`src/dafp_pkg.sv`:
```
// Shared widths, stage payload types and angle table functions for the dihedral angle pipeline.
package dafp_pkg;

   localparam int COORD_WIDTH     = 16;
   localparam int ANGLE_FRAC_BITS = 7;
   localparam int CORDIC_STAGES   = 16;

   localparam int POINT_FIELDS = 12;
   localparam int VEC_FIELDS   = 9;
   localparam int REQ_W        = POINT_FIELDS * COORD_WIDTH;
   localparam int OUT_W        = 9 + ANGLE_FRAC_BITS;

   // Datapath widths after block scaling
   localparam int DIFF_W    = COORD_WIDTH + 1;
   localparam int MAG_W     = COORD_WIDTH;
   localparam int NB_W      = 6;
   localparam int NORM_BITS = 12;
   localparam int SHIFT_W   = 5;
   localparam int SC_W      = NORM_BITS + 1;
   localparam int CROSS_W   = 2 * SC_W + 1;
   localparam int Q_W       = 2 * NORM_BITS + 2;
   localparam int A_W       = 40;
   localparam int X_W       = 54;

   // Square root of len_sq * 2^16
   localparam int ROOT_FRAC   = 8;
   localparam int ROOT_W      = (Q_W + 2 * ROOT_FRAC) / 2;
   localparam int RAD_W       = 2 * ROOT_W;
   localparam int REM_W       = ROOT_W + 2;
   localparam int SQRT_STEP   = 3;
   localparam int SQRT_STAGES = (ROOT_W + SQRT_STEP - 1) / SQRT_STEP;

   // Split multiply and rotation
   localparam int A_LO_W    = 20;
   localparam int A_HI_W    = A_W - A_LO_W;
   localparam int P_LO_W    = ROOT_W + A_LO_W;
   localparam int P_HI_W    = ROOT_W + 1 + A_HI_W;
   localparam int CORD_W    = 64;
   localparam int PHASE_W   = 32;
   localparam int DEG_W     = 9;
   localparam int PROD_W    = PHASE_W + DEG_W;
   localparam logic [DEG_W-1:0]   FULL_CIRCLE = DEG_W'(360);
   localparam logic [PHASE_W-1:0] HALF_TURN   = 32'h8000_0000;
   localparam int ANGLE_LIMIT = 360 << ANGLE_FRAC_BITS;

   localparam logic [63:0] PI_Q60 = 64'h3243_F6A8_885A_308D;

   typedef struct packed {
      logic signed [A_W-1:0] dot_a;
      logic signed [X_W-1:0] dot_x;
      logic [Q_W-1:0]        len_sq;
   } front_out_type;

   typedef struct packed {
      logic signed [A_W-1:0] dot_a;
      logic signed [X_W-1:0] dot_x;
      logic [ROOT_W-1:0]     root;
   } sqrt_out_type;

   // Restoring long division, used for elaboration-time constants only
   function automatic logic [63:0] udiv64(input logic [63:0] num, input logic [63:0] den);
      logic [64:0] rem;
      logic [63:0] quo;
      rem = '0;
      quo = '0;
      for (int b = 63; b >= 0; b--) begin
         rem = {rem[63:0], num[b]};
         if (rem >= {1'b0, den}) begin
            rem    = rem - {1'b0, den};
            quo[b] = 1'b1;
         end
      end
      return quo;
   endfunction

   // Rotation angle atan(2^-idx) in units of 2^-32 turn
   function automatic logic [31:0] atan_entry(input int idx);
      logic signed [63:0] acc;
      logic [63:0]        term;
      logic [63:0]        rq;
      logic [63:0]        quo;
      acc = '0;
      if (idx == 0) begin
         acc = $signed(PI_Q60 >> 2);
      end else begin
         for (int k = 0; (2 * k + 1) * idx <= 60; k++) begin
            term = udiv64(64'd1 << (60 - (2 * k + 1) * idx), 64'(2 * k + 1));
            if ((k & 1) == 1) begin
               acc = acc - $signed(term);
            end else begin
               acc = acc + $signed(term);
            end
         end
      end
      rq  = $unsigned(acc) >> 28;
      quo = udiv64(rq << 32, PI_Q60 >> 27);
      return quo[31:0];
   endfunction

endpackage

```
`src/dafp_sqrt.sv`:
```
// Pipelined digit-by-digit square root giving |b2| with eight fraction bits.
module dafp_sqrt
   import dafp_pkg::*;
(
   input  logic           clock,
   input  logic           reset,
   input  logic           advance,
   input  logic           in_valid,
   input  front_out_type  in_data,
   output logic           out_valid,
   output sqrt_out_type   out_data
);

   typedef struct packed {
      logic signed [A_W-1:0] dot_a;
      logic signed [X_W-1:0] dot_x;
      logic [Q_W-1:0]        len_sq;
      logic [REM_W-1:0]      rem;
      logic [ROOT_W-1:0]     root;
   } root_stage_type;

   logic [SQRT_STAGES-1:0] valid_ff;
   root_stage_type         stage_ff [SQRT_STAGES];
   root_stage_type         stage_in [SQRT_STAGES];
   root_stage_type         head;

   // Start with an empty root and remainder
   always_comb begin
      head.dot_a  = in_data.dot_a;
      head.dot_x  = in_data.dot_x;
      head.len_sq = in_data.len_sq;
      head.rem    = '0;
      head.root   = '0;
   end

   // Advance valid bits
   always_ff @(posedge clock) begin
      if (reset) begin
         valid_ff <= '0;
      end else if (advance) begin
         valid_ff <= {valid_ff[SQRT_STAGES-2:0], in_valid};
      end
   end

   for (genvar g = 0; g < SQRT_STAGES; g++) begin : g_step
      // Resolve a few root bits per stage
      always_comb begin
         root_stage_type   cur;
         logic [RAD_W-1:0] rad;
         logic [REM_W-1:0] trial;
         int               j;
         cur   = (g == 0) ? head : stage_ff[(g == 0) ? 0 : g - 1];
         rad   = {cur.len_sq, {(2 * ROOT_FRAC){1'b0}}};
         trial = '0;
         for (int t = 0; t < SQRT_STEP; t++) begin
            j = g * SQRT_STEP + t;
            if (j < ROOT_W) begin
               cur.rem = {cur.rem[REM_W-3:0], rad[RAD_W - 1 - 2 * j -: 2]};
               trial   = {cur.root, 2'b01};
               if (cur.rem >= trial) begin
                  cur.rem  = cur.rem - trial;
                  cur.root = {cur.root[ROOT_W-2:0], 1'b1};
               end else begin
                  cur.root = {cur.root[ROOT_W-2:0], 1'b0};
               end
            end
         end
         stage_in[g] = cur;
      end

      always_ff @(posedge clock) begin
         if (advance) begin
            stage_ff[g] <= stage_in[g];
         end
      end
   end

   assign out_valid      = valid_ff[SQRT_STAGES-1];
   assign out_data.dot_a = stage_ff[SQRT_STAGES-1].dot_a;
   assign out_data.dot_x = stage_ff[SQRT_STAGES-1].dot_x;
   assign out_data.root  = stage_ff[SQRT_STAGES-1].root;

endmodule

```
`config.mk`:
```
export PLATFORM = sky130hd
export DESIGN_NAME = dafp_sqrt
export DESIGN_NICKNAME = d
export VERILOG_FILES = /design/src/dafp_pkg.sv /design/src/dafp_sqrt.sv
export SDC_FILE = /design/constraint.sdc
export NUM_CORES = 1
export LEC_CHECK = 0
export BUFFER_PORTS_ARGS = -buffer_cell sky130_fd_sc_hd__buf_2
export CAP_MARGIN = 20
export CORE_MARGIN = 4
export CORE_UTILIZATION = 50
export DETAILED_ROUTE_END_ITERATION = 8
export GPL_TIMING_DRIVEN = 0
export PLACE_DENSITY = 0.79
export SLEW_MARGIN = 20
export SYNTH_ARGS = -nofsm -noshare
export SYNTH_HDL_FRONTEND = slang
export SYNTH_SLANG_ARGS = --single-unit
```
`constraint.sdc`:
```
create_clock -name clock -period 14.8 [get_ports clock]
set_clock_uncertainty 0.1 [all_clocks]
set_input_delay 2.22 -clock clock [delete_from_list [all_inputs] [get_ports clock]]
set_output_delay 2.22 -clock clock [all_outputs]
set_load 0.05 [all_outputs]
```
Word level (Yosys, flattened, before mapping)
Memory sizes are Yosys's and may differ from the RTL's.
Index checks and enable logic that the tools add are counted.
{"block": "word_totals", "romBits": 0, "register_bits": 7, "latchBits": 0, "output_inout_bits": 116, "memories": 1, "mem_bits_rw": 1148}
{"name": "stage_ff", "words": 7, "width": 164, "rd": 7, "rd_ports_with_merged_regs": 0, "wr": 7, "line_no": "dafp_sqrt.sv:23", "source": "root_stage_type stage_ff [SQRT_STAGES];"}
{"block": "op_classes", "addsub": 21, "order_cmp": 21, "div_mod_pow": 0, "shift": 0, "n_eq_ne": 0, "bitwise": 0, "reduce_logical": 0, "mux": 44, "multipliers": 0}
{"op": "$ge 23x23->1", "n": 18}
{"op": "$mux 21", "n": 14}
{"op": "$sub 21x21->21", "n": 12}
{"op": "$mux 23", "n": 7}
{"op": "$sub 23x23->23", "n": 6}
{"op": "$ge 23x3->1", "n": 1}
{"op": "$ge 23x4->1", "n": 1}
{"op": "$mux 1", "n": 23}
{"op": "$sub 23x4->23", "n": 1}
{"op": "$sub 21x3->21", "n": 1}
{"op": "$sub 2x1->3 const B", "n": 1}
{"op": "$ge 2x1->1 const B", "n": 1}

Longest topological paths before layout
An unclocked memory read counts as a cell.
{"block": "logic_depth", "word_depth": 7, "ltp_mapped": 42, "mapped_depth_nobuf": 40}

Least setup slack after synthesis
No wires, ideal clock.
{"block": "synth_timing", "path_type": "reg-to-reg", "from": "memory stage_ff[3][0] (netlist bit)", "to": "memory stage_ff[4][29] (netlist bit), data pin", "required_time_ps": 14429, "setup_slack_ps": 6228, "path_buffers": 5, "arrival_time_ps": 8201, "stages_incl_launch_ff": 39, "path_cell_list": "edfxtp_1 inv_1 ha_1 o21a_1 o221ai_1 o211ai_1 o21ai_0 o211ai_1 clkbuf_1 clkbuf_1 nor2_1 a21oi_1 ha_1 a21o_1 a21oi_1 o21a_1 o31ai_1 o31ai_1 [... 3 more ...] clkbuf_1 clkbuf_1 mux2_2 ha_1 nor2b_1 o21ai_0 a21boi_0 o21ai_0 a21boi_0 o21ai_0 a21boi_0 o21ai_0 a21boi_0 o21ai_0 nand4b_1 clkbuf_1 nor2_1 a21oi_1"}
{"item": "from (decl)", "line_no": "dafp_sqrt.sv:23"}

==> impl_summary.txt <==
----------------------------------------------------
[Run status]
  Run status ... finished, final reports clean

[Flow run]
  Count of maximum capacitance violations ... 0

[Clock network]
  Clock slew at reported path FFs ... 60 ps
  Hold buffer count at cts ... 0
  CTS sink count ... 917
  Post_cts resized ... 0
  CTS tree ... yes
  Clock root buffer ... sky130_fd_sc_hd__clkbuf_16
  Post CTS Setup Buffer Count ... 0
  H-tree levels ... 3
  Skew-Pair Late Insertion Delay ... 680 ps
  Buffers from clock root to sink, at most ... 3
  Number of buffers created by CTS ... 93

[Setup path]
  Critical Path End Type ... flop
  Cell type of the slowest stage on the worst timing path ... sky130_fd_sc_hd__o211ai_1
  Data required time of the critical path ... 15100 ps
  Depth of the worst register-to-register path ... 38
  Reg-to-reg slack, setup ... 3970 ps
  Reg2Reg Launch Point ... stage_ff[3][0]$_DFFE_PP_
  Most numerous cell on the critical path ... sky130_fd_sc_hd__o21ai_0
  Delay contributed by the slowest stage of the critical path ... 630 ps
  Timing endpoint of the critical path ... stage_ff[4][31]$_DFFE_PP_
  Top fanout value on the critical path ... 10
  CP startpoint ... stage_ff[3][0]$_DFFE_PP_
  Crit start category ... flop
  Capture point of the worst reg-to-reg path ... stage_ff[4][31]$_DFFE_PP_
  Worst setup path category ... flop to flop
  Arrival time at the worst endpoint ... 11120 ps

[Route]
  DR DRC count ... 0
  ANT nets after route ... 0
  Length of the first detailed-routing pass in iterations ... 6
  Wirelength per Cell ... 17.4 microns
  Vias ... 27000
  Post-DR vias/cell ... 5.51
  Number of design-rule violations left by the first detailed-router iteration ... 1707
  Routed Wire Length ... 85200 microns

[Pwr]
  Power after layout ... 0.00915 W
  Maximum vdd ir drop ... 0.133 mV
  Leakage Power ... 18.9 nW
  Cell area power density ... 184 mW/mm^2

[Timing]
  Slew at the pin closest to its max-slew limit ... 1070 ps
  Final setup violation count ... 0
  Max-slew violation count ... 0
  Worst setup margin ... 3970 ps
  RSZ-0062 raised after global routing ... false
  Achievable frequency ... 0.0924 GHz
  Final Cycle Share ... 0.732
  Relative slew slack ... 0.286
  Count of final hold-check violations ... 0
  Crit path time final ... 10830 ps

[Hold path]
  Cell count of the worst hold path ... 0
  HP Class ... flop to flop

[Global routing]
  Global route total overflow ... 0
  Pin count of the biggest net entering global routing ... 158
  Wire length of the first global-routing pass ... 135000 microns
  Via count of the first global-routing pass ... 25900
  Initial antenna violation count ... 9
  Overall fraction of global-route tracks in use ... 0.183

[Floorplan]
  CORE AREA ... 0.0866 sq mm
  Number of I/O pins ... 240
  Floorplan row count ... 108
  Starting Density ... 0.504
  Overall die area ... 0.0920 sq mm
  Floorplan die height ... 303 microns
  X dimension of the die ... 303 microns

[Final layout]
  Most frequent cells in the layout ... sky130_fd_sc_hd__edfxtp_1, sky130_fd_sc_hd__buf_2, sky130_fd_sc_hd__nor2_1, sky130_fd_sc_hd__a21oi_1, sky130_fd_sc_hd__ha_1
  # nets final ... 4027
  Area overhead of the layout relative to synthesis ... 13.8%
  Commonest non-fill, non-tap cell in the layout ... sky130_fd_sc_hd__edfxtp_1
  Fraction of final layout cells with drive strength greater than 1 ... 0.139

[Yosys]
  Distinct cell type count of the synthesized netlist ... 103
  Flop and latch count out of synthesis ... 917
  Cell type contributing the most total cell area after synthesis ... sky130_fd_sc_hd__edfxtp_1
  Main flop type after synthesis ... sky130_fd_sc_hd__edfxtp_1
  Number of flops mapped to enable cells by yosys ... 910
  Post-synthesis sequential area ratio ... 0.630
  Top post-synthesis cells by area ... sky130_fd_sc_hd__edfxtp_1, sky130_fd_sc_hd__ha_1, sky130_fd_sc_hd__xnor2_1, sky130_fd_sc_hd__a21oi_1, sky130_fd_sc_hd__nor2_1
  Proportion of netlist area held by the largest area contributor ... 0.626
  Ys async rst share ... 0
  Count of yosys warnings during synthesis ... 0
  Post-Syn Instances ... 3322
  Mapped cell area ... 0.0436 sq mm
  Syn_area_per_cell ... 13.1 sq um

[Placed design]
  Routability congestion estimate from global placement ... 0.898
  Count of port buffers added during placement ... 239
  Dpl ws ... 3970 ps
  Half-perimeter wire length of the detailed placement result ... 61100 microns

----------------------------------------------------
-- power by group --
group	internal, W	switching [W]
Sequential	0.00324	0.000138
Combinational	0.00143	0.00195
Clock	0.00140	0.000990
Total	0.00607	0.00308
-- synth_stat cells, drive strengths merged, types with 14 or more instances --
| library cell | instances |
|---|---|
| or3 | 22 |
| o21ai | 149 |
| nand3b | 14 |
| o211ai | 32 |
| or2 | 22 |
| mux2i | 26 |
| nor2b | 33 |
| a21boi | 17 |
| a21o | 60 |
| nand3 | 58 |
| nor4 | 30 |
| nor3b | 14 |
| or4 | 16 |
| a211oi | 27 |
| nor2 | 244 |
| edfxtp | 910 |
| o21a | 30 |
| inv | 174 |
| and3 | 24 |
| mux2 | 57 |
| buf | 19 |
| nand2 | 178 |
| clkbuf | 44 |
| a21oi | 236 |
| xor2 | 104 |
| o31ai | 22 |
| a31oi | 29 |
| nor3 | 79 |
| nand2b | 42 |
| and2 | 20 |
| xnor2 | 138 |
| ha | 233 |
| o21bai | 18 |
| nand4 | 32 |
-- metal layers --
metal / wire length (microns) / share of wire / global-route usage
met4: 2430 / 0.028 / 0.0613
met5: 46 / 0.00054 / 0
met3: 4340 / 0.051 / 0.0295
met2: 41500 / 0.49 / 0.312
met1: 36900 / 0.43 / 0.241
-- stage by stage --
stage	util	TNS [ps]	hold WS (ps)	std cells	cell area [sq um]
after floorplan	-	0	300	3324	43600
after global placement	0.534	-2007870	300	4718	46300
after detailed placement	0.536	0	305	4724	46400
after CTS	0.573	0	288	4895	49600
after global routing	0.573	0	295	4898	49600
final	0.573	0	291	4898	49600
-- final cells by class --
class                      count  area, sq um
multi-input combinational   2166        15200
buffer                        63          280
antenna                        3         7.51
fill                        6969        37000
sequential                   917        27500
inverter                     178          681
timing repair buffer         245         1380
tap                         1155         1450
clock inverter                64          803
clock buffer                 107         2380
-- how the worst min path moves through the flow --
| stage | slack (ps) | start | endpoint |
|---|---|---|---|
| after floorplan | 300 | stage_ff[0][100]$_DFFE_PP_ | stage_ff[1][100]$_DFFE_PP_ |
| after global placement | 300 | stage_ff[4][89]$_DFFE_PP_ | stage_ff[5][89]$_DFFE_PP_ |
| after detailed placement | 300 | stage_ff[0][134]$_DFFE_PP_ | stage_ff[1][134]$_DFFE_PP_ |
| after CTS | 290 | stage_ff[5][145]$_DFFE_PP_ | stage_ff[6][145]$_DFFE_PP_ |
| after global routing | 300 | stage_ff[5][145]$_DFFE_PP_ | stage_ff[6][145]$_DFFE_PP_ |
| final | 290 | stage_ff[5][145]$_DFFE_PP_ | stage_ff[6][145]$_DFFE_PP_ |
-- worst max-delay path: cells and delay by family, from the launching register on --
kind | cells | cell delay (ps)
compound gates | 22 | 5070
fa+ha+maj | 3 | 990
buf+inv | 6 | 2150
flops | 1 | 420
mux | 1 | 420
simple gates | 6 | 1360
-- cell families (layout without fill, tap and decap cells) --
logic type	after synthesis	after routing	synth area share
flops	917	917	0.630
buf+inv	241	657	0.0220
compound gates	735	735	0.108
xor+xnor	242	242	0.0486
simple gates	864	864	0.101
fa+ha+maj	239	239	0.0696
other cells	1	6	0.0000860
mux	83	83	0.0207
-- flip-flops by register name, summed over array words and instances (netlist names) --
register  cells
stage_ff    910
valid_ff      7
No activity file was read; power rests on OpenSTA's default activity.
